`src/hw/rtl/rtcmftf_pkg.sv`:
```
`timescale 1ns / 1ps
// ----------------------------------------------------------------------------
// rtcmftf_pkg
// Shared types and constants of the RTCM3 frame type filter.
// ----------------------------------------------------------------------------
package rtcmftf_pkg;

   localparam int unsigned HeaderLen     = 5;
   localparam int unsigned QueueDepth    = 8;
   localparam int unsigned QueuePtrWidth = $clog2(QueueDepth);
   localparam int unsigned NumAllowed    = 6;

   localparam logic [7:0]  Preamble   = 8'hD3;
   localparam logic [9:0]  MinLen     = 10'd2;
   localparam logic [9:0]  CrcBytes   = 10'd3;
   localparam logic [2:0]  HdrLastIdx = 3'(HeaderLen - 1);

   localparam logic [NumAllowed-1:0][11:0] AllowedReset = {
      12'd1230, 12'd1127, 12'd1097, 12'd1087, 12'd1077, 12'd1005
   };

   typedef enum logic [2:0] {
      CSR_FORWARD_ENABLE = 3'd0,
      CSR_TYPE_A         = 3'd1,
      CSR_TYPE_B         = 3'd2,
      CSR_TYPE_C         = 3'd3,
      CSR_TYPE_D         = 3'd4,
      CSR_TYPE_E         = 3'd5,
      CSR_TYPE_F         = 3'd6
   } csr_index_type;

   typedef enum logic [2:0] {
      PH_HUNT    = 3'd0,
      PH_LEN_HI  = 3'd1,
      PH_LEN_LO  = 3'd2,
      PH_TYPE_HI = 3'd3,
      PH_TYPE_LO = 3'd4,
      PH_PAYLOAD = 3'd5,
      PH_CRC     = 3'd6
   } phase_type;

   // one queue entry: either a five byte header run or a single byte
   typedef struct packed {
      logic                          is_header;
      logic                          frame_end;
      logic [HeaderLen-1:0][7:0]     bytes;
   } entry_type;

endpackage

```
`src/hw/rtl/rtcmftf_front.sv`:
```
`timescale 1ns / 1ps
`default_nettype none
// ----------------------------------------------------------------------------
// rtcmftf_front
// Configuration registers and frame parser; pushes forwarded bytes and
// header runs into the queue.
// ----------------------------------------------------------------------------
module rtcmftf_front (
   input  wire logic                   clock,
   input  wire logic                   reset,
   input  wire logic                   csr_valid,
   input  wire logic [2:0]             csr_index,
   input  wire logic [11:0]            csr_wdata,
   input  wire logic                   byte_accept,
   input  wire logic [7:0]             rx_byte,
   output      logic                   push,
   output      rtcmftf_pkg::entry_type push_entry
);

   logic                                            enable_ff;
   logic [rtcmftf_pkg::NumAllowed-1:0][11:0]         allowed_ff;
   rtcmftf_pkg::phase_type                          phase_ff, phase_in;
   logic [9:0]                                      frame_length_ff, frame_length_in;
   logic [9:0]                                      bytes_left_ff, bytes_left_in;
   logic                                            forward_ff, forward_in;
   logic [7:0]                                      type_hi_ff, type_hi_in;
   logic [3:0][7:0]                                 hdr_ff, hdr_in;
   logic [11:0]                                     msg_type;
   logic [9:0]                                      len_full;
   logic [9:0]                                      left_dec;
   logic                                            type_match;
   logic                                            step;

   // configuration registers
   always_ff @(posedge clock) begin
      if (reset) begin
         enable_ff  <= 1'b0;
         allowed_ff <= rtcmftf_pkg::AllowedReset;
      end else if (csr_valid) begin
         case (csr_index)
            rtcmftf_pkg::CSR_FORWARD_ENABLE: enable_ff     <= csr_wdata[0];
            rtcmftf_pkg::CSR_TYPE_A:         allowed_ff[0] <= csr_wdata;
            rtcmftf_pkg::CSR_TYPE_B:         allowed_ff[1] <= csr_wdata;
            rtcmftf_pkg::CSR_TYPE_C:         allowed_ff[2] <= csr_wdata;
            rtcmftf_pkg::CSR_TYPE_D:         allowed_ff[3] <= csr_wdata;
            rtcmftf_pkg::CSR_TYPE_E:         allowed_ff[4] <= csr_wdata;
            rtcmftf_pkg::CSR_TYPE_F:         allowed_ff[5] <= csr_wdata;
            default: ;
         endcase
      end
   end

   assign step     = byte_accept && enable_ff;
   assign msg_type = {type_hi_ff, rx_byte[7:4]};
   assign len_full = {frame_length_ff[9:8], rx_byte};
   assign left_dec = bytes_left_ff - 10'd1;

   always_comb begin
      type_match = 1'b0;
      for (int i = 0; i < rtcmftf_pkg::NumAllowed; i++) begin
         if (allowed_ff[i] == msg_type) type_match = 1'b1;
      end
   end

   always_ff @(posedge clock) begin
      if (reset) begin
         phase_ff        <= rtcmftf_pkg::PH_HUNT;
         frame_length_ff <= '0;
         bytes_left_ff   <= '0;
         forward_ff      <= 1'b0;
         type_hi_ff      <= '0;
      end else begin
         phase_ff        <= phase_in;
         frame_length_ff <= frame_length_in;
         bytes_left_ff   <= bytes_left_in;
         forward_ff      <= forward_in;
         type_hi_ff      <= type_hi_in;
      end
   end

   // header bytes are written before they are read
   always_ff @(posedge clock) begin
      hdr_ff <= hdr_in;
   end

   always_comb begin
      phase_in        = phase_ff;
      frame_length_in = frame_length_ff;
      bytes_left_in   = bytes_left_ff;
      forward_in      = forward_ff;
      type_hi_in      = type_hi_ff;
      hdr_in          = hdr_ff;
      push            = 1'b0;
      push_entry.is_header = 1'b0;
      push_entry.frame_end = 1'b0;
      push_entry.bytes     = {rx_byte, hdr_ff};
      if (step) begin
         case (phase_ff)
            rtcmftf_pkg::PH_LEN_HI: begin
               hdr_in[1]       = rx_byte;
               frame_length_in = {rx_byte[1:0], 8'd0};
               phase_in        = rtcmftf_pkg::PH_LEN_LO;
            end
            rtcmftf_pkg::PH_LEN_LO: begin
               hdr_in[2]       = rx_byte;
               frame_length_in = len_full;
               if (len_full < rtcmftf_pkg::MinLen) phase_in = rtcmftf_pkg::PH_HUNT;
               else                                phase_in = rtcmftf_pkg::PH_TYPE_HI;
            end
            rtcmftf_pkg::PH_TYPE_HI: begin
               hdr_in[3]  = rx_byte;
               type_hi_in = rx_byte;
               phase_in   = rtcmftf_pkg::PH_TYPE_LO;
            end
            rtcmftf_pkg::PH_TYPE_LO: begin
               forward_in           = type_match;
               push                 = type_match;
               push_entry.is_header = 1'b1;
               bytes_left_in        = frame_length_ff - rtcmftf_pkg::MinLen;
               if (frame_length_ff != rtcmftf_pkg::MinLen) begin
                  phase_in = rtcmftf_pkg::PH_PAYLOAD;
               end else begin
                  // no payload: straight to the crc bytes
                  bytes_left_in = rtcmftf_pkg::CrcBytes;
                  phase_in      = rtcmftf_pkg::PH_CRC;
               end
            end
            rtcmftf_pkg::PH_PAYLOAD: begin
               push             = forward_ff;
               push_entry.bytes = {32'd0, rx_byte};
               bytes_left_in    = left_dec;
               if (left_dec == 10'd0) begin
                  bytes_left_in = rtcmftf_pkg::CrcBytes;
                  phase_in      = rtcmftf_pkg::PH_CRC;
               end
            end
            rtcmftf_pkg::PH_CRC: begin
               push                 = forward_ff;
               push_entry.bytes     = {32'd0, rx_byte};
               push_entry.frame_end = (left_dec == 10'd0);
               bytes_left_in        = left_dec;
               if (left_dec == 10'd0) phase_in = rtcmftf_pkg::PH_HUNT;
            end
            default: begin
               if (rx_byte == rtcmftf_pkg::Preamble) begin
                  hdr_in[0] = rx_byte;
                  phase_in  = rtcmftf_pkg::PH_LEN_HI;
               end else begin
                  phase_in  = rtcmftf_pkg::PH_HUNT;
               end
            end
         endcase
      end
   end

endmodule
`default_nettype wire

```
`src/hw/rtl/rtcmftf_queue.sv`:
```
`timescale 1ns / 1ps
`default_nettype none
// ----------------------------------------------------------------------------
// rtcmftf_queue
// Small first-in first-out queue of parsed entries between parser and
// output sequencer.
// ----------------------------------------------------------------------------
module rtcmftf_queue (
   input  wire logic                   clock,
   input  wire logic                   reset,
   input  wire logic                   push,
   input  wire rtcmftf_pkg::entry_type push_entry,
   input  wire logic                   pop,
   output      rtcmftf_pkg::entry_type head,
   output      logic                   empty,
   output      logic                   full
);

   localparam int unsigned PtrW = rtcmftf_pkg::QueuePtrWidth;

   rtcmftf_pkg::entry_type mem_ff [rtcmftf_pkg::QueueDepth];
   logic [PtrW-1:0]        wr_ptr_ff;
   logic [PtrW-1:0]        rd_ptr_ff;
   logic [PtrW:0]          count_ff;
   logic                   do_push;
   logic                   do_pop;

   assign empty   = (count_ff == '0);
   assign full    = (count_ff == (PtrW+1)'(rtcmftf_pkg::QueueDepth));
   assign do_push = push && !full;
   assign do_pop  = pop && !empty;
   assign head    = mem_ff[rd_ptr_ff];

   always_ff @(posedge clock) begin
      if (do_push) mem_ff[wr_ptr_ff] <= push_entry;
   end

   always_ff @(posedge clock) begin
      if (reset) begin
         wr_ptr_ff <= '0;
         rd_ptr_ff <= '0;
         count_ff  <= '0;
      end else begin
         if (do_push) wr_ptr_ff <= wr_ptr_ff + 1'b1;
         if (do_pop)  rd_ptr_ff <= rd_ptr_ff + 1'b1;
         case ({do_push, do_pop})
            2'b10:   count_ff <= count_ff + 1'b1;
            2'b01:   count_ff <= count_ff - 1'b1;
            default: count_ff <= count_ff;
         endcase
      end
   end

endmodule
`default_nettype wire

```
`src/hw/rtl/rtcmftf_back.sv`:
```
`timescale 1ns / 1ps
`default_nettype none
// ----------------------------------------------------------------------------
// rtcmftf_back
// Output sequencer: expands header entries into five transfers and holds
// the result register toward the consumer.
// ----------------------------------------------------------------------------
module rtcmftf_back (
   input  wire logic                   clock,
   input  wire logic                   reset,
   input  wire rtcmftf_pkg::entry_type head,
   input  wire logic                   empty,
   output      logic                   pop,
   output      logic                   rsp_valid,
   input  wire logic                   rsp_ready,
   output      logic [7:0]             rsp_out_byte,
   output      logic                   rsp_run_last,
   output      logic                   rsp_frame_end
);

   logic       valid_ff, valid_in;
   logic [2:0] idx_ff, idx_in;
   logic [7:0] byte_ff, byte_in;
   logic       last_ff, last_in;
   logic       end_ff, end_in;
   logic       load;

   assign load = !valid_ff || rsp_ready;

   always_comb begin
      valid_in = valid_ff;
      idx_in   = idx_ff;
      byte_in  = byte_ff;
      last_in  = last_ff;
      end_in   = end_ff;
      pop      = 1'b0;
      if (load) begin
         valid_in = !empty;
         if (!empty) begin
            if (head.is_header) begin
               byte_in = head.bytes[idx_ff];
               last_in = (idx_ff == rtcmftf_pkg::HdrLastIdx);
               end_in  = 1'b0;
               if (idx_ff == rtcmftf_pkg::HdrLastIdx) begin
                  pop    = 1'b1;
                  idx_in = '0;
               end else begin
                  idx_in = idx_ff + 3'd1;
               end
            end else begin
               byte_in = head.bytes[0];
               last_in = 1'b1;
               end_in  = head.frame_end;
               pop     = 1'b1;
            end
         end
      end
   end

   always_ff @(posedge clock) begin
      if (reset) begin
         valid_ff <= 1'b0;
         idx_ff   <= '0;
      end else begin
         valid_ff <= valid_in;
         idx_ff   <= idx_in;
      end
   end

   always_ff @(posedge clock) begin
      byte_ff <= byte_in;
      last_ff <= last_in;
      end_ff  <= end_in;
   end

   assign rsp_valid     = valid_ff;
   assign rsp_out_byte  = byte_ff;
   assign rsp_run_last  = last_ff;
   assign rsp_frame_end = end_ff;

endmodule
`default_nettype wire

```
`src/hw/rtl/rtcm3_frame_type_filter_unit.sv`:
```
`timescale 1ns / 1ps
`default_nettype none
// a forwarded byte is queued when it is accepted, then registered in the output stage toward rsp
// throughput: one byte per cycle in unless the queue is full; a header run leaves as
// five transfers, absorbed by the eight-entry queue between parser and output sequencer
// reset: parser back to hunting, queue and output empty, forwarding off,
// allowed types at 1005, 1077, 1087, 1097, 1127, 1230; header store not cleared
// ----------------------------------------------------------------------------
// rtcm3_frame_type_filter_unit
// RTCM3 frame parser that forwards only frames of configured message types.
// ----------------------------------------------------------------------------
module rtcm3_frame_type_filter_unit (
   input  wire logic        clock,
   input  wire logic        reset,
   input  wire logic        csr_valid,
   output      logic        csr_ready,
   input  wire logic [2:0]  csr_index,
   input  wire logic [11:0] csr_wdata,
   input  wire logic        req_valid,
   output      logic        req_ready,
   input  wire logic [7:0]  req_rx_byte,
   output      logic        rsp_valid,
   input  wire logic        rsp_ready,
   output      logic [7:0]  rsp_out_byte,
   output      logic        rsp_run_last,
   output      logic        rsp_frame_end
);

   rtcmftf_pkg::entry_type push_entry;
   rtcmftf_pkg::entry_type head;
   logic                   push;
   logic                   pop;
   logic                   empty;
   logic                   full;

   assign csr_ready = 1'b1;
   assign req_ready = !full;

   rtcmftf_front u_front (
      .clock       (clock),
      .reset       (reset),
      .csr_valid   (csr_valid),
      .csr_index   (csr_index),
      .csr_wdata   (csr_wdata),
      .byte_accept (req_valid && req_ready),
      .rx_byte     (req_rx_byte),
      .push        (push),
      .push_entry  (push_entry)
   );

   rtcmftf_queue u_queue (
      .clock      (clock),
      .reset      (reset),
      .push       (push),
      .push_entry (push_entry),
      .pop        (pop),
      .head       (head),
      .empty      (empty),
      .full       (full)
   );

   rtcmftf_back u_back (
      .clock         (clock),
      .reset         (reset),
      .head          (head),
      .empty         (empty),
      .pop           (pop),
      .rsp_valid     (rsp_valid),
      .rsp_ready     (rsp_ready),
      .rsp_out_byte  (rsp_out_byte),
      .rsp_run_last  (rsp_run_last),
      .rsp_frame_end (rsp_frame_end)
   );

endmodule
`default_nettype wire

```
`config.mk`:
```
export PLATFORM = sky130hd
export DESIGN_NAME = rtcm3_frame_type_filter_unit
export DESIGN_NICKNAME = d
export VERILOG_FILES = /design/src/hw/rtl/rtcmftf_pkg.sv /design/src/hw/rtl/rtcmftf_front.sv /design/src/hw/rtl/rtcmftf_queue.sv /design/src/hw/rtl/rtcmftf_back.sv /design/src/hw/rtl/rtcm3_frame_type_filter_unit.sv
export SDC_FILE = /design/constraint.sdc
export NUM_CORES = 1
export LEC_CHECK = 0
export BUFFER_PORTS_ARGS = -buffer_cell sky130_fd_sc_hd__buf_2
export CAP_MARGIN = 20
export CORE_ASPECT_RATIO = 1.5
export CORE_MARGIN = 2
export CORE_UTILIZATION = 30
export CTS_CLUSTER_DIAMETER = 200
export DETAILED_ROUTE_END_ITERATION = 10
export PLACE_DENSITY = 0.41
export SLEW_MARGIN = 40
export SYNTH_ARGS = -nofsm -noshare
export SYNTH_HDL_FRONTEND = slang
export SYNTH_HIERARCHICAL = 1
export SYNTH_SLANG_ARGS = --single-unit
```
`constraint.sdc`:
```
create_clock -name clock -period 9.4 [get_ports clock]
set_clock_uncertainty 0.05 [all_clocks]
set_input_delay 1.88 -clock clock [delete_from_list [all_inputs] [get_ports clock]]
set_output_delay 1.88 -clock clock [all_outputs]
set_load 0.005 [all_outputs]
```
# --- Yosys cells after proc, flatten, opt, wreduce, memory -nomap -nowiden ---
# Memories as Yosys holds them, arrays and structs flattened. A register that Yosys moved wholly into a read port is not among the register bits.
# Index checks and enable logic that the tools add are counted.
op_classes:
  addsub: 7
  order_cmp: 2
  eq_ne: 26
  mux: 35
  bitwise_logic: 3
  n_reduce_logical: 34
ops:
  columns: ["operator", "count"]
  rows:
  - ["12-bit equality test", 6]
  - ["42-bit 2-to-1 mux", 1]
  - ["40-bit 2-to-1 mux", 1]
  - ["10-bit one-hot mux with 3 select lines", 1]
  - ["2-bit AND reduction", 14]
  - ["8-bit binary-select mux with 3-bit select", 1]
  - ["3-bit equality test, second input constant", 7]
  - ["10-bit 2-to-1 mux", 2]
  - ["10-bit one-hot mux with 2 select lines", 1]
  - ["3-bit one-hot mux with 6 select lines", 1]
  - ["1-bit 2-to-1 mux", 16]
  - ["8-bit 2-to-1 mux", 2]
  - ["3-bit 2-to-1 mux", 5]
  - ["3-bit by 2-bit equality test with 1-bit output, second input constant", 4]
  - ["3-bit AND reduction", 4]
  - ["10-bit logical NOT", 1]
  - ["10-bit by 2-bit < comparator with 1-bit output, second input constant", 1]
  - ["10-bit by 2-bit != test with 1-bit output, second input constant", 1]
  - ["10-bit by 1-bit subtractor with 10-bit output, second input constant", 1]
  - ["10-bit by 2-bit subtractor with 10-bit output, second input constant", 1]
  - ["3-bit by 1-bit adder with 3-bit output, second input constant", 3]
  - ["8-bit equality test, second input constant", 1]
  - ["4-bit one-hot mux with 2 select lines", 1]
  - ["3-bit by 1-bit equality test with 1-bit output, second input constant", 2]
  - ["19 further kinds", 29]
word_totals:
  reg_bits: 161
  ramBits: 336
  inputBits: 28
  out_inout_bits: 13
  wordCells: 133
  memories: 1
mem_list:
  columns: ["memory", "depth", "word_bits", "rd", "rd_clocked_by_memory_dff", "write_ports", "line_no", "text"]
  rows:
  - ["u_queue.mem_ff", 8, 42, 1, 1, 1, "rtcmftf_queue.sv:21", "rtcmftf_pkg::entry_type mem_ff [rtcmftf_pkg::QueueDepth];"]

# --- Depth between registers and ports, before layout ---
# Gate-level depths: netlist (run 1).
depth:
  word_depth: 12
  mapped_depth: 15
  ltp_nobuf: 14

# --- Modules after synthesis ---
# The synthesis (run 1) kept the hierarchy.
by_module_without_submodules:
  columns: ["mod", "instances", "cells_per_inst", "area_per_inst_um2", "seq_area_each_um2"]
  rows:
  - ["rtcmftf_queue", 1, 559, 13274.0, 10349.9]
  - ["rtcmftf_front", 1, 744, 6525.0, 3062.9]
  - ["rtcmftf_back", 1, 78, 869.6, 380.4]
  - ["rtcm3_frame_type_filter_unit", 1, 4, 21.3, 0.0]

# --- Worst setup path after synthesis (run 1) ---
# OpenSTA, ideal clock, no wires.
synth_path:
  kind: "input to register"
  from: "in req_rx_byte[5]"
  to: "mem u_queue/mem_ff[0][0] in the netlist's numbering (enable)"
  setup_ns: 0.546
  arrival_time_ns: 7.273
  required_ns: 8.804
  slack_ns: 1.531
  path_stages: 9
  n_path_buf: 1
  path_cell_list: "clkbuf_1 xor2_1 nor4_1 nand3_1 nand2_1 o31ai_1 a21oi_1 nand2_4 nor4_1"
synth_via:
  elab_chain_cells: 12
  word_cells_on_any_way: 17
  classes_between: "eq/ne: 6; mux: 10; reduce/logical: 1"
synth_lines:
  columns: ["element", "line_no", "text"]
  rows:
  - ["start, declared", "rtcm3_frame_type_filter_unit.sv:21", "input wire logic [7:0] req_rx_byte,"]
  - ["12-bit equality test", "rtcmftf_front.sv:61", "if (allowed_ff[i] == msg_type) type_match = 1'b1;"]
  - ["1-bit 2-to-1 mux (5 in series)", "rtcmftf_front.sv:61", null]
  - ["1-bit 2-to-1 mux (*)", "rtcmftf_front.sv:61", null]
  - ["1-bit one-hot mux with 2 select lines (*)", "rtcmftf_front.sv:98", "case (phase_ff)"]
  - ["1-bit 2-to-1 mux (*)", "rtcmftf_front.sv:97", "if (step) begin"]
  - ["via push", "rtcm3_frame_type_filter_unit.sv:31", "logic push;"]
  - ["1-bit logical AND (*)", "rtcmftf_queue.sv:30", "assign do_push = push && !full;"]
  - ["1-bit 2-to-1 mux (*)", "rtcmftf_queue.sv:35", "if (do_push) mem_ff[wr_ptr_ff] <= push_entry;"]
  - ["1-bit 2-to-1 mux (implied by the code) (*)", "rtcmftf_queue.sv:35", null]
  - ["end, declared", "rtcmftf_queue.sv:21", null]
# The timed path passes the listed nets; every way through them passes the cells marked *.

# --- Final worst setup path (run 1) ---
layout_path:
  from: "in req_rx_byte[5]"
  to: "mem u_queue/mem_ff[4][22] in the netlist's numbering (enable)"
# Same word-level chain as after synthesis.

==> results.tsv, run 1 <==
stage	metric	value	unit
route	first_pass_iters	5	
run	drv_cap	0	
global_route	grt_max_degree	79	
floorplanning	ios	41	
finish	syn_to_final_growth	13.7	%
clocking	h-tree-depth	2	
route	drc	0	
clocking	cts.path.max_buffers	3	
synth	syn_area	0.0207	mm²
route	drt_iter0_markers	797	
route	post_drt_wl_per_cell	22.6	µm
power	ir_drop	0.128	mV
global_route	antenna_found_initial	2	
route	final_antenna_net_count	0	
critical_path	worstSetupEndpointType	flop	
route	viasPerCell	4.89	
finish	drive_gt1_share	19.8	%
clocking	cts-hold-fix-buffers	0	
synth	yosysSeqAreaShare	66.7	%
global_route	grt_pass1_wl	79400	µm
sta	rsz0062_at_grt	no	
clocking	path_clk_slew	0.06	ns
critical_path	crit_path_max_fanout	42	
synth	synth_area_per_cell	14.9	µm²
floorplanning	start_util	30.4	%
run_status	status	finished clean	
floorplanning	num_rows	117	
power	powerDensity	188	mW/mm²
placed_design	globalplace.congestion	0.749	
placed_design	port_buffers	39	
global_route	track_usage	15.2	%
sta	worst_slew_pin_slew	0.841	ns
synth	synth_ff_type	edfxtp_1	
clocking	clock-sinks	500	
finish	utilization	34.6	%
clocking	cts_resized	0	
sta	slew_headroom	43.9	%
synth	synth_cells	1385	
clocking	post_cts_buffers	0	
synth	synth_cell_types	60	
sta	fin_crit	4.78	ns
critical_path	critPathArrivalTime	4.95	ns
global_route	overflow	0	
critical_path	crit_type	in2reg	
power	leakage	7.66	nW
clocking	insertion_delay	0.59	ns
clocking	cts_made_buffers	52	
floorplanning	die_x	218	µm
synth	yosysWarningCount	6	
synth	synth_edf_count	378	
synth	async_flop_share	0	%
clocking	root_buffer	clkbuf_16	
critical_path	ff2ff_path_depth	9	
floorplanning	die-area	0.0711	mm²
floorplanning	core-area	0.0681	mm²
clocking	cts_tree	built	
synth	ys_seq_elements	500	
sta	finalSetupTns	0	ns
sta	period_share	50.8	%
floorplanning	dieHeight	326	µm
global_route	grt_pass1_vias	12329	
sta	report.final.slew_viol_count	0	
worst_hold_path	holdCritPathClass	reg2reg	
sta	hold_viol	0	
placed_design	hpwl	30900	µm
sta	setup_violations	0	
power	p_total	0.00444	W
route	routed_wirelength	53400	µm
synth	syn_nets	1423	
critical_path	cp-start-kind	input port	
critical_path	cp_data_required_time	9.57	ns
route	vias	11549	
finish	nets	1464	
sta	fmax	209	MHz
worst_hold_path	hold_path_depth	2	
## kinds of logic (layout without fill, tap and decap cells)
logic type	after synthesis	after routing	share of synthesized area [%]
compound gates	114	114	3.46
xor+xnor	90	90	3.81
fa+ha+maj	10	10	0.605
buf+inv	89	172	2.06
flops	500	500	66.7
mux	164	164	13.3
other cells	1	2	0.0181
simple gates	417	417	10.0
## flip-flops by register name, indices dropped and copies added, names as in the netlist, named ones only
signal and cells:
u_front/phase_ff 3, u_queue/rd_ptr_ff 3, u_queue/wr_ptr_ff 3, u_front/enable_ff 1
u_back/rsp_run_last 1, u_queue/mem_ff 336, u_back/rsp_out_byte 8, u_back/rsp_frame_end 1
u_back/rsp_valid 1, u_front/bytes_left_ff 10, u_front/hdr_ff 32, u_back/idx_ff 3
u_queue/count_ff 4, u_front/allowed_ff 72, u_front/frame_length_ff 10, u_front/forward_ff 1
u_front/type_hi_ff 8
## path summary, 6_finish.rpt
path | startpoint | endpoint | slack (ns)
setup / recovery | req_rx_byte[5] | u_queue/mem_ff[4][22]$_DFFE_PP_ | 4.62
hold reg to reg | u_front/allowed_ff[31]$_SDFFE_PP0P_ | u_front/allowed_ff[31]$_SDFFE_PP0P_ | 0.42
setup reg to reg | u_front/type_hi_ff[7]$_SDFFE_PP0P_ | u_queue/mem_ff[4][22]$_DFFE_PP_ | 5.41
hold / removal | u_front/allowed_ff[31]$_SDFFE_PP0P_ | u_front/allowed_ff[31]$_SDFFE_PP0P_ | 0.42
## synth_stat cells, drive strengths merged, types with 2 or more instances
library cell | count | area share [%]
o22ai | 11 | 0.33
nand2 | 172 | 3.2
buf | 33 | 1.0
mux2 | 53 | 2.9
a22oi | 11 | 0.40
nor2b | 44 | 1.3
o31ai | 2 | 0.073
nand2b | 7 | 0.21
nor2 | 59 | 1.1
a221o | 8 | 0.39
mux4 | 84 | 9.1
inv | 14 | 0.25
and2 | 2 | 0.060
edfxtp | 378 | 55
o21ai | 13 | 0.31
clkbuf | 42 | 0.76
nor3 | 20 | 0.51
ha | 10 | 0.60
xnor2 | 8 | 0.34
mux2i | 27 | 1.3
nor3b | 4 | 0.15
a211oi | 3 | 0.11
a31oi | 3 | 0.091
xor2 | 82 | 3.5
or4 | 3 | 0.13
or3 | 3 | 0.091
nand3 | 21 | 0.51
or4b | 2 | 0.11
nor4 | 27 | 0.82
nand4 | 6 | 0.21
and3 | 5 | 0.15
nand3b | 38 | 1.4
dfxtp | 122 | 12
a21oi | 52 | 1.3
## final cells by class
cell class              count  area [µm²]
inverters                  14        52.6
clock inverters            26         205
diodes                      1        2.50
repair buffers             62         385
clock buffers              70        1420
multi-input cells         796        6550
fillers                  6644       44500
flip-flops and latches    500       13800
well taps                 892        1120
## per-layer routing
metal	global-route usage (%)	vias up	routed length (µm)
met5	0	-	0
met4	5.29	0	1630
met3	2.34	94	1880
met2	27.2	226	27700
met1	18.3	5911	22200
li1	-	5318	-
## power by group
group	switching [W]	internal (W)
Clock	0.000855	0.00114
Sequential	0.00000627	0.00236
Combinational	0.0000543	0.0000223
## critical path, cell delays in order
cell	delay [ns]
buf_2	0.50
xor2_1	0.14
nor4_1	0.31
nand3_1	0.11
nand2_1	0.14
o31ai_1	0.12
a21oi_1	0.45
nand3_1	0.40
nor3_2	0.19
buf_4	0.62
## cells in the final DEF, fill, tap and decap left out, drive strengths merged, types with 21 or more instances in the layout
cell type	netlist	routed
nand2	172	172
nor4	27	27
buf	33	62
nand3	21	21
nand3b	38	38
dfxtp	122	122
nor2b	44	44
mux2	53	53
edfxtp	378	378
mux2i	27	27
nor2	59	59
clkinv	0	23
xor2	82	82
clkbuf	42	70
mux4	84	84
a21oi	52	52
## per-stage QoR
| stage | std cells | hold WS, ns | worst slack [ns] | instance area (µm²) |
|---|---|---|---|---|
| after global routing | 2360 | 0.439 | 4.38 | 23500 |
| after detailed placement | 2264 | 0.409 | 3.95 | 21900 |
| after global placement | 2264 | 0.404 | 3.99 | 21900 |
| after floorplan | 1385 | 0.398 | 1.53 | 20700 |
| after CTS | 2360 | 0.417 | 4.60 | 23500 |
| final | 2361 | 0.416 | 4.62 | 23500 |
Power figures use the tool's default switching activity.
==> inputs of run 2 (changes only) <==
--- a/config.mk
+++ b/config.mk
@@ -12,7 +12,7 @@
 export CORE_UTILIZATION = 30
 export CTS_CLUSTER_DIAMETER = 200
 export DETAILED_ROUTE_END_ITERATION = 10
-export PLACE_DENSITY = 0.41
+export PLACE_DENSITY = 0.43
 export SLEW_MARGIN = 40
 export SYNTH_ARGS = -nofsm -noshare
 export SYNTH_HDL_FRONTEND = slang
==> constraint.sdc (replaced) <==
create_clock -name clock -period 4 [get_ports clock]
set_clock_uncertainty 0.05 [all_clocks]
set_input_delay 0.8 -clock clock [delete_from_list [all_inputs] [get_ports clock]]
set_output_delay 0.8 -clock clock [all_outputs]
set_load 0.005 [all_outputs]
==> run 2 against run 1 <==
Hold slack lost 0.0030 ns; critical path type is now reg2reg; die area is the same; clock-buffer cell count shrank 1; via count is essentially flat; largest cell class unchanged; clock power grew 120%; critical path depth grew 2; worst setup slack lost 3.9 ns; critical endpoint is now u_queue/count_ff[3]$_SDFFE_PP0P_; sequential cell count is the same; routed wire length is essentially flat.
==> results.tsv, run 2 (synthesized netlist as in run 1, its figures left out) <==
stage	metric	value	unit
run_status	status	finished clean	
placed_design	port_buffers	39	
critical_path	cp-start-kind	flop	
critical_path	cp_data_required_time	4.44	ns
global_route	track_usage	15.3	%
finish	regMostFlops	u_queue/mem_ff	
sta	layout_setup_ws	0.697	ns
route	final_antenna_net_count	0	
global_route	grt_pass1_wl	80300	µm
finish	syn_to_final_growth	14.7	%
critical_path	critPathArrivalTime	3.74	ns
floorplanning	num_rows	117	
power	ir_drop	0.263	mV
route	vias	11557	
run	drv_cap	0	
floorplanning	start_util	30.4	%
global_route	antenna_found_initial	2	
critical_path	slowest_delay	0.60	ns
worst_hold_path	holdCritPathClass	reg2reg	
floorplanning	die_x	218	µm
finish	drive_gt1_share	20.4	%
clocking	cts.path.max_buffers	3	
finish	fin_area	0.0237	mm²
finish	largest_reg_flops	336	
clocking	clock-sinks	500	
critical_path	cp_slowest_cell	dfxtp_1	
route	viasPerCell	4.88	
sta	report.final.slew_viol_count	0	
placed_design	dp_slack	0.196	ns
sta	hold_viol	0	
floorplanning	dieHeight	326	µm
clocking	root_buffer	clkbuf_16	
route	drt_iter0_markers	605	
clocking	cts_resized	0	
global_route	overflow	0	
floorplanning	die-area	0.0711	mm²
placed_design	dp.cells	2275	
global_route	grt_max_degree	83	
sta	rsz0062_at_grt	no	
critical_path	worstSetupEndpointType	flop	
finish	nets	1474	
critical_path	crit_path_max_fanout	7	
sta	period_share	82.6	%
finish	largest_registers	u_queue/mem_ff x336, u_front/allowed_ff x72, u_front/hdr_ff x32	
sta	setup_violations	0	
route	post_drt_wl_per_cell	22.5	µm
placed_design	place_area	0.0222	mm²
critical_path	crit_type	reg2reg	
finish	final_common_cell	edfxtp_1	
route	routed_wirelength	53400	µm
sta	fmax	303	MHz
clocking	cts-hold-fix-buffers	0	
power	powerDensity	431	mW/mm²
power	p_total	0.0102	W
floorplanning	core-area	0.0681	mm²
clocking	path_clk_slew	0.07	ns
finish	mostFrequentLayoutCells	edfxtp_1 (378), nand2_1 (171), dfxtp_1 (119), mux4_2 (84), xor2_1 (82)	
floorplanning	ios	41	
finish	stdcell_count	2370	
power	leakage	7.72	nW
global_route	grt_pass1_vias	12229	
route	drc	0	
sta	holdWs	0.413	ns
clocking	h-tree-depth	2	
clocking	cts_made_buffers	50	
clocking	insertion_delay	0.60	ns
clocking	cts_tree	built	
sta	worst_slew_pin_slew	0.779	ns
route	first_pass_iters	4	
sta	slew_headroom	48.1	%
placed_design	globalplace.congestion	0.765	
critical_path	cp_cell_sequence	xor2_1 > nor4_1 > nand3_1 > nand2_1 > o31ai_1 > a21oi_2 > nand2_4 > ha_1 > nor4b_1 > a41oi_1 > o41ai_1 > mux2_1	
clocking	post_cts_buffers	0	
sta	fin_crit	3.30	ns
placed_design	hpwl	31900	µm
run 2: cell count changes in the layout (fill, tap and decap cells not counted), sizes merged:
cell / before / now
buf: 62 / 74
bufinv: 3 / 2
clkbuf: 70 / 69
clkinv: 23 / 21
inv: 14 / 15
run 2: worst paths after layout:
kind	start	end	slack (ns)	depth (start not counted)
worst min-delay path	u_front/allowed_ff[31]$_SDFFE_PP0P_	u_front/allowed_ff[31]$_SDFFE_PP0P_	0.41	2
worst min register to register	u_front/allowed_ff[31]$_SDFFE_PP0P_	u_front/allowed_ff[31]$_SDFFE_PP0P_	0.41	2
worst max register to register	u_front/type_hi_ff[0]$_SDFFE_PP0P_	u_queue/count_ff[3]$_SDFFE_PP0P_	0.70	12
worst max-delay path	u_front/type_hi_ff[0]$_SDFFE_PP0P_	u_queue/count_ff[3]$_SDFFE_PP0P_	0.70	12
run 2: metal layers:
layer	GRT usage, %	part of all wire [%]	vias up
li1	-	-	5324
met3	2.27	3.1	64
met4	4.42	2.3	2
met1	18.6	42	6000
met5	0	0.024	-
met2	27.8	53	167
run 2: critical path, delay by kind of cell (launching register included):
kind / cells / cell delay [ns]
compound gates: 4 / 0.61
xor+xnor: 1 / 0.12
fa+ha+maj: 1 / 0.40
flops: 1 / 0.60
mux: 1 / 0.36
simple gates: 5 / 1.05
run 2: power breakdown:
part | total (W) | internal, W | switching (W)
clock | 0.00447 | 0.00247 | 0.00200
sequential | 0.00556 | 0.00554 | 0.0000172
combinational | 0.000188 | 0.0000590 | 0.000129
run 2: cell type report:
type	count	area, µm²
fillers	6613	44300
flip-flops and latches	500	13800
multi-input cells	796	6580
clock buffers	69	1340
well taps	892	1120
repair buffers	74	656
clock inverters	24	183
inverters	14	52.6
diodes	1	2.50
run 2: stage by stage:
step | TNS, ns | utilization [%]
floorplan | -100.92 | -
global placement | 0 | 32.5
detailed placement | 0 | 32.6
CTS | 0 | 34.8
global route | 0 | 34.8
finish | 0 | 34.8
==> inputs of run 3 (changes only) <==
==> constraint.sdc (replaced) <==
create_clock -name clock -period 2.85 [get_ports clock]
set_clock_uncertainty 0.05 [all_clocks]
set_input_delay 0.57 -clock clock [delete_from_list [all_inputs] [get_ports clock]]
set_output_delay 0.57 -clock clock [all_outputs]
set_load 0.005 [all_outputs]
==> run 3 against run 2 <==
The run now ends with setup timing left; highest routed layer unchanged; sequential cell count did not move; sequential power is 40% higher; hold slack got worse by 0.17 ns; via count rose by 3.8%; core utilization increased by 2.2 points; combinational power grew 55%; worst setup slack worse by 0.83 ns; routed wire length increased by 2.8%.
==> results.tsv, run 3 (synthesized netlist as in run 1, its figures left out) <==
stage	metric	value	unit
run	drv_cap	0	
sta	period_share	105	%
placed_design	globalplace.congestion	0.783	
global_route	grt_pass1_wl	81700	µm
floorplanning	dieHeight	326	µm
global_route	use_met2	28.1	%
route	first_pass_iters	4	
clocking	clock-sinks	500	
global_route	antenna_found_initial	3	
clocking	h-tree-depth	2	
clocking	cts_tree	built	
placed_design	port_buffers	39	
critical_path	cp_data_required_time	3.35	ns
finish	regMostFlops	u_queue/mem_ff	
critical_path	cp.depth	15	
finish	syn_to_final_growth	21.8	%
route	viasPerCell	4.84	
critical_path	crit_type	reg2reg	
finish	largest_registers	u_queue/mem_ff x336, u_front/allowed_ff x72, u_front/hdr_ff x32	
route	drc	0	
run_status	violations	setup timing	
finish	largest_reg_flops	336	
critical_path	timing.rr.end	u_queue/count_ff[2]$_SDFFE_PP0P_	
critical_path	cp-start-kind	flop	
critical_path	ff2ff_path_depth	15	
finish	fin_area	0.0252	mm²
sta	setup_violations	2	
floorplanning	ios	41	
floorplanning	die_x	218	µm
sta	layout_setup_ws	-0.138	ns
sta	fin_crit	2.99	ns
global_route	grt_use_met3	2.70	%
worst_hold_path	holdCritPathClass	in2reg	
route	routed_wirelength	54900	µm
route	drt_iter0_markers	665	
run_status	status	finished, violations left	
floorplanning	die-area	0.0711	mm²
sta	slew_headroom	48.6	%
finish	final_common_cell	edfxtp_1	
worst_hold_path	hold_end	u_front/allowed_ff[15]$_SDFFE_PP0P_	
clocking	cts.path.max_buffers	3	
clocking	cts-hold-fix-buffers	0	
clocking	root_buffer	clkbuf_16	
global_route	grt_pass1_vias	12771	
finish	diodes	0	
sta	fmax	335	MHz
power	ir_drop	0.458	mV
sta	hold_viol	0	
critical_path	critPathBufInv	1	
worst_hold_path	hold_path_depth	3	
global_route	use_met1	18.6	%
critical_path	cp_slowest_cell	or3_1	
global_route	track_usage	15.6	%
clocking	path_clk_slew	0.07	ns
critical_path	worstSetupEndpointType	flop	
sta	rsz0062_at_grt	yes	
route	vias	11996	
finish	nets	1581	
critical_path	crit_path_max_fanout	6	
floorplanning	core-area	0.0681	mm²
critical_path	crit_top_cell	xor2_1	
critical_path	slowest_delay	0.40	ns
finish	fill_cells	6468	
clocking	insertion_delay	0.61	ns
floorplanning	num_rows	117	
route	final_antenna_net_count	0	
finish	mostFrequentLayoutCells	edfxtp_1 (378), nand2_1 (166), dfxtp_1 (112), buf_4 (97), mux4_2 (84)	
global_route	grt_max_degree	57	
power	powerDensity	587	mW/mm²
floorplanning	start_util	30.4	%
finish	drive_gt1_share	28.0	%
critical_path	regToRegStartpoint	u_front/type_hi_ff[5]$_SDFFE_PP0P_	
critical_path	cp_cell_sequence	buf_4 > xor2_1 > nor4_1 > nand3_1 > nand2_2 > o31ai_4 > a21oi_4 > nand2_4 > ha_4 > xor2_1 > ha_2 > a21oi_2 > xor2_1 > or3_1 > a21oi_2	
critical_path	reg2reg_setup_slack	-0.14	ns
worst_hold_path	hold_path.startpoint	csr_wdata[3]	
global_route	overflow	0	
critical_path	cp_top_family	simple AND/OR/NAND/NOR gates	
route	post_drt_wl_per_cell	22.2	µm
global_route	grt_busiest_layer	met2	
critical_path	critPathArrivalTime	3.48	ns
sta	worst_slew_pin_slew	0.771	ns
sta	holdWs	0.241	ns
power	leakage	8.45	nW
placed_design	place_area	0.0231	mm²
placed_design	hpwl	34500	µm
clocking	cts_made_buffers	51	
sta	report.final.slew_viol_count	0	
-- run 3: cell types whose count changed in the layout (fill, tap and decap cells not counted), moves of 6 or more --
cell | previous run | this run
buf_12 | 14 | 30
buf_4 | 21 | 97
buf_6 | 0 | 8
clkbuf_16 | 50 | 56
dfxtp_1 | 119 | 112
nor4_1 | 26 | 19
nor4_2 | 0 | 6
-- run 3: cell type report --
class | instances | area [µm²] | share of cell area (%)
flip-flops and latches | 500 | 13800 | 54.8
multi-input cells | 796 | 6770 | 26.9
repair buffers | 180 | 1790 | 7.12
clock buffers | 70 | 1390 | 5.52
well taps | 892 | 1120 | 4.43
clock inverters | 24 | 258 | 1.02
inverters | 14 | 52.6 | 0.209
-- run 3: how the worst max path moves through the flow --
stage	from	slack [ns]	end
2_1_floorplan	req_rx_byte[7]	-0.75	u_queue/mem_ff[0][0]$_DFFE_PP_
3_3_place_gp	req_rx_byte[5]	-0.59	u_queue/count_ff[2]$_SDFFE_PP0P_
3_5_place_dp	req_rx_byte[5]	-0.69	u_queue/count_ff[3]$_SDFFE_PP0P_
4_1_cts	flop	-0.13	u_queue/count_ff[3]$_SDFFE_PP0P_
5_1_grt	flop	-0.22	u_queue/count_ff[2]$_SDFFE_PP0P_
6_report	u_front/type_hi_ff[5]$_SDFFE_PP0P_	-0.14	u_queue/count_ff[2]$_SDFFE_PP0P_
-- run 3: per-stage QoR --
| step | utilization [%] | std cells | setup slack [ns] | total power [W] | TNS (ns) |
|---|---|---|---|---|---|
| 4_1_cts | 36.7 | 2471 | -0.133 | 0.0150 | -3.54 |
| 3_3_place_gp | 33.9 | 2362 | -0.585 | 0.00824 | -136.51 |
| 3_5_place_dp | 33.9 | 2362 | -0.690 | 0.00824 | -155.40 |
| 6_report | 37.0 | 2476 | -0.138 | 0.0148 | -0.225 |
| 2_1_floorplan | - | 1385 | -0.750 | 0.00809 | -127.75 |
| 5_1_grt | 37.0 | 2476 | -0.217 | 0.0153 | -0.581 |
-- run 3: report_power, final --
part | internal, W | total (W) | leakage, nW | switching (W)
combinational | 0.0000973 | 0.000291 | 3.29 | 0.000194
clock | 0.00387 | 0.00670 | 0.806 | 0.00283
sequential | 0.00777 | 0.00780 | 4.35 | 0.0000241
-- run 3: routing by layer --
metal | routed length (µm) | part of all wire [%]
met5 | 31 | 0.056
met4 | 1510 | 2.7
met3 | 1930 | 3.5
met2 | 29200 | 53
met1 | 22200 | 40
-- run 3: worst reg2reg max path, delay by kind of cell (launching register included) --
family                     cells  cell delay [ns]
AOI/OAI and AO/OA              4             0.49
xor gates and xnor gates       3             0.45
adders and majority gates      2             0.38
buffers and inverters          1             0.16
DFF                            1             0.39
and+or+nand+nor                5             1.02
-- run 3: what timing repair did --
item	CTS	global route
buffers inserted	16	7
pin swaps	16	24
gates cloned	2	3
resized for setup	37	26
endpoints found under the setup margin	340	226
hold endpoints to repair	0	0
